==> src/hw/rtl/lzfd_pkg.sv <==
`timescale 1ns / 1ps
// ============================================================================
// lzfd_pkg
// Shared constants, status codes and the packer control structs of the
// flag-bit LZ77 decompressor.
// ============================================================================
package lzfd_pkg;

  // History window: 64 KiB, addressed by the low bits of the output position
  localparam int HIST_AW        = 16;
  localparam int WINDOW_DEPTH   = 1 << HIST_AW;

  // Output packing: eight byte lanes per transaction
  localparam int OUT_LANES      = 8;
  localparam int OUT_W          = 8 * OUT_LANES;
  localparam int OUT_CNT_W      = 4;
  localparam int LANE_IDX_W     = 3;

  // Stream format
  localparam int CTRL_WORD_BITS = 32;
  localparam int MIN_MATCH      = 3;
  localparam int COPY_CNT_W     = 9;

  // Final status codes
  typedef enum logic [2:0] {
    ST_OK        = 3'd0,
    ST_BAD_DIST  = 3'd1,
    ST_OVERRUN   = 3'd2,
    ST_EARLY_END = 3'd3,
    ST_INPUT_OUT = 3'd4
  } status_t;

  // Request from the sequencer to the output packer
  typedef struct packed {
    logic        push;    // append one byte
    logic [7:0]  data;
    logic        flush;   // send the pack (with the pushed byte) as a result
    logic        last;
    status_t     status;
  } pack_cmd_t;

  // Packer condition seen by the sequencer
  typedef struct packed {
    logic room;       // a push is taken this cycle
    logic flush_ok;   // output register is free at the next edge
  } pack_stat_t;

endpackage

==> src/hw/rtl/lzfd_packer.sv <==
`timescale 1ns / 1ps
// ============================================================================
// lzfd_packer
// Collects produced bytes into eight lanes and hands them to the output
// register, which holds a result until the downstream side takes it.
// ============================================================================
module lzfd_packer
  import lzfd_pkg::*;
(
  input  logic                 clk,
  input  logic                 rst,
  input  pack_cmd_t            cmd,
  output pack_stat_t           stat,
  output logic                 out_valid,
  input  logic                 out_stall,
  output logic [OUT_W-1:0]     out_bytes,
  output logic [OUT_CNT_W-1:0] out_count,
  output logic                 out_last,
  output logic [2:0]           status
);

  logic [OUT_W-1:0]     pack_data;
  logic [OUT_CNT_W-1:0] pack_cnt;

  logic                 full;
  logic [OUT_W-1:0]     app_data;
  logic [OUT_CNT_W-1:0] app_cnt;
  logic                 load;
  logic [OUT_W-1:0]     load_bytes;
  logic [OUT_CNT_W-1:0] load_count;
  logic                 load_last;
  status_t              load_status;

  assign full           = (pack_cnt == OUT_CNT_W'(OUT_LANES));
  assign stat.flush_ok  = !out_valid || !out_stall;
  assign stat.room      = !full || stat.flush_ok;

  // Append the byte at the next free lane
  assign app_data = pack_data
                  | (OUT_W'(cmd.data) << {pack_cnt[LANE_IDX_W-1:0], 3'b000});
  assign app_cnt  = pack_cnt + OUT_CNT_W'(1);

  // Select what goes to the output register
  always_comb begin
    load        = 1'b0;
    load_bytes  = pack_data;
    load_count  = pack_cnt;
    load_last   = 1'b0;
    load_status = ST_OK;
    if (cmd.flush) begin
      load        = 1'b1;
      load_bytes  = cmd.push ? app_data : pack_data;
      load_count  = cmd.push ? app_cnt : pack_cnt;
      load_last   = cmd.last;
      load_status = cmd.status;
    end else if (cmd.push && full) begin
      load = 1'b1;
    end
  end

  // Control: output valid and pack fill
  always_ff @(posedge clk) begin
    if (rst) begin
      out_valid <= 1'b0;
      pack_cnt  <= '0;
      pack_data <= '0;
    end else begin
      if (out_valid && !out_stall) begin
        out_valid <= 1'b0;
      end
      if (load) begin
        out_valid <= 1'b1;
      end
      if (cmd.flush) begin
        pack_data <= '0;
        pack_cnt  <= '0;
      end else if (cmd.push) begin
        if (full) begin
          pack_data <= OUT_W'(cmd.data);
          pack_cnt  <= OUT_CNT_W'(1);
        end else begin
          pack_data <= app_data;
          pack_cnt  <= app_cnt;
        end
      end
    end
  end

  // Payload: load the output register
  always_ff @(posedge clk) begin
    if (load) begin
      out_bytes <= load_bytes;
      out_count <= load_count;
      out_last  <= load_last;
      status    <= load_status;
    end
  end

endmodule

==> config.mk <==
export PLATFORM = sky130hd
export DESIGN_NAME = lzfd_packer
export DESIGN_NICKNAME = d
export VERILOG_FILES = /design/src/hw/rtl/lzfd_pkg.sv /design/src/hw/rtl/lzfd_packer.sv
export SDC_FILE = /design/constraint.sdc
export NUM_CORES = 1
export LEC_CHECK = 0
export BUFFER_PORTS_ARGS = -buffer_cell sky130_fd_sc_hd__buf_4
export CORE_ASPECT_RATIO = 0.75
export CORE_MARGIN = 3
export CORE_UTILIZATION = 60
export CTS_BUF_LIST = sky130_fd_sc_hd__clkbuf_4
export DETAILED_ROUTE_END_ITERATION = 6
export HOLD_SLACK_MARGIN = 0.02
export PLACE_DENSITY = 0.9
export SETUP_SLACK_MARGIN = 0.2
export SYNTH_ARGS = -nofsm -noshare
export SYNTH_HDL_FRONTEND = slang
export SYNTH_SLANG_ARGS = --single-unit
==> constraint.sdc <==
create_clock -name clk -period 5 [get_ports clk]
set_input_delay 0.25 -clock clk [delete_from_list [all_inputs] [get_ports clk]]
set_output_delay 0.25 -clock clk [all_outputs]
set_load 0.005 [all_outputs]
==> metrics.cfg <==
[status]
outcome=completed

[cts]
cts_tree=built
cts_setup_buffers=0
ctsResizeCount=0
cts_hold_buffers=4
clockRootBuffer=clkbuf_4
cts.sink_count=141
cts_buffer_depth=2
clock_latency_ns=0.51
htree_levels=4
cts_made_buffers=17
clk_pin_slew_ns=0.11

[power_and_ir_drop]
swShare_pct=22.6
vdd_drop_max_v=0.000273
p_seq_share_pct=57.2
power_density_nw_per_um2=348
power.leakage_nw=2.97
internal-power_mw=1.70
p_comb_share_pct=6.0
clock_power_share_pct=36.7
p_sw_mw=0.495

[sta]
tns_ns=0
final_hold_viol_count=0
fin_skew_ns=0.0162
fmax_mhz=430
finalCriticalPeriod_ns=2.32
setup_viol=0
worstMarginPinSlew_ns=0.890
holdWs_ns=0.0589
period_share_pct=46.5
slew_headroom_pct=40.7
slew_viol_final=0
rsz0062_at_grt=false

[synth]
synth_mux_area_share_pct=0.404
synth_top_family_by_area=compound AO/OA/AOI/OAI gates
postSynthAreaPerCell_um2=12.3
synth_edf_count=72
yosysMostFrequentCell=edfxtp_1
synth.area.top_cells=edfxtp_1 41%, dfxtp_1 26%, a21o_1 9.1%, a21oi_1 5.6%, nor2_1 4.2%
yosys.area_share.simple_pct=11.3
yosysWarnings=0
synth-seq-cells=141
synth-xor-area-share_pct=0.499
synth_largest_area_cell=edfxtp_1
synth_top_area_share_pct=41.1
synthAdderAreaFrac_pct=0.475
yosysSeqAreaShare_pct=67.3
synthArstFlopShare_pct=0
synthTopCellsByCount=72 x edfxtp_1, 69 x dfxtp_1, 64 x a21o_1, 59 x a21oi_1, 59 x nor2_1
netlist_area_um2=5270
synth_nets=447
synth_compound_area_share_pct=16.5
synthCells=428
synth_flop_cell=edfxtp_1
synthDistinctLibCells=36

[route]
via_per_inst=5.90
drc=0
drt_iter0_markers=431
first_pass_iters=5
postRouteAntennaNets=0
wl_per_cell_um=19.5
wirelength_mm=12.3
vias=3708

[layout]
n_fill_cell=506
drive_gt1_share_pct=26.3
regArea_um2=3540
nets=530
diodes=0
areaGrowthSynthToFinish_pct=19.5
multi_input_area_um2=1530

[die]
die_w_um=114
ios=92
dieHeight_um=87.1
num_rows=28
initial_core_util_pct=64.2
core_um2=8200
die-area_um2=9950

[worst_setup_path]
cp-start-kind=register
cp_max_fo=72
critPathArrivalTime_ns=2.47
crit_required_ns=5.14
path_class=register to register
setup.worst_path.end_class=register

[grt]
grt_pass1_wl_mm=19.3
grt.total_usage_pct=25.7
gr-total-overflow=0
antenna_found_initial=0
grt_max_degree=73
grt_pass1_vias=3670

[placement]
port_buffers=91
dp_hpwl_mm=7.62
gp_congestion=0.868

[min_path]
hold_class=primary input to register

[flow_run]
maxCapViolations=0

[kinds of logic after synthesis]
kind of cell / count (synthesis)
muxes: 2
AOI/OAI and AO/OA: 134
DFF: 141
adders and majority gates: 2
buffers and inverters: 37
and+or+nand+nor: 109
xor gates and xnor gates: 3
[cells in the final DEF (no fill, tap or decap), types with 4 or more instances in the layout]
cell | synthesis | layout
a21o_1 | 64 | 64
a21oi_1 | 59 | 59
a22o_1 | 8 | 8
and2_1 | 12 | 12
buf_4 | 2 | 93
bufinv_16 | 0 | 4
clkbuf_4 | 0 | 17
clkinv_2 | 0 | 4
dfxtp_1 | 69 | 69
dlygate4sd3_1 | 0 | 5
edfxtp_1 | 72 | 72
nand2b_1 | 5 | 5
nand3b_1 | 5 | 5
nor2_1 | 59 | 59
nor2_2 | 7 | 7
[per-stage QoR]
| stage | util, % | instances | cell area [µm²] | setup WS, ns | total power [mW] |
|---|---|---|---|---|---|
| 2_1_floorplan | - | 428 | 5270 | 2.14 | 1.34 |
| 3_3_place_gp | 72.2 | 592 | 5920 | 2.87 | 1.40 |
| 3_5_place_dp | 72.2 | 592 | 5920 | 2.70 | 1.41 |
| 4_1_cts | 76.6 | 628 | 6280 | 2.70 | 2.20 |
| 5_1_grt | 76.7 | 629 | 6290 | 2.52 | 2.26 |
| 6_report | 76.7 | 629 | 6290 | 2.68 | 2.19 |
[worst paths after layout]
path / endpoint / depth (start not counted) / slack, ns / from
worst max-delay path: out_bytes[51]$_DFFE_PP_ / 6 / 2.68 / pack_cnt[1]$_SDFFE_PP0P_
worst min register to register: pack_data[56]$_SDFFE_PP0P_ / 2 / 0.49 / pack_data[56]$_SDFFE_PP0P_
worst max register to register: out_bytes[51]$_DFFE_PP_ / 6 / 2.68 / pack_cnt[1]$_SDFFE_PP0P_
worst min-delay path: out_valid$_SDFFE_PP0P_ / 3 / 0.06 / out_stall
[registers in the layout (all words and copies together), names as in the netlist]
name	cells
out_count	4
pack_cnt	4
out_last	1
out_bytes	64
pack_data	64
out_valid	1
status	3
[power by group through the flow]
stage / Sequential [mW] / Combinational, mW / Clock [mW]
detailed placement: 1.28 / 0.127 / 0
finish: 1.25 / 0.132 / 0.804
CTS: 1.25 / 0.131 / 0.811
global route: 1.26 / 0.141 / 0.865
floorplan: 1.28 / 0.0604 / 0
global placement: 1.28 / 0.124 / 0
[per-layer routing]
layer,share of wire [%],track usage [%],up-vias
met5,0,0,-
met4,2.1,8.20,0
met3,9.7,7.50,30
met2,49,43.5,233
met1,39,32.2,1765
li1,-,-,1680
[worst max-delay path, cell delays in order (launching register included)]
cell     delay [ns]
dfxtp_1        0.50
inv_1          0.13
ha_1           0.24
and4b_1        0.25
nor2_1         0.07
inv_2          0.05
buf_4          0.64
[final cells by class]
cell class	instances	area share (%)
well taps	105	2.09
repair buffers	98	11.9
flip-flops and latches	141	56.3
inverters	3	0.179
clock buffers	17	2.03
clock inverters	15	3.10
multi-input cells	250	24.4
Note: power is estimated with default switching activity, not from simulation.
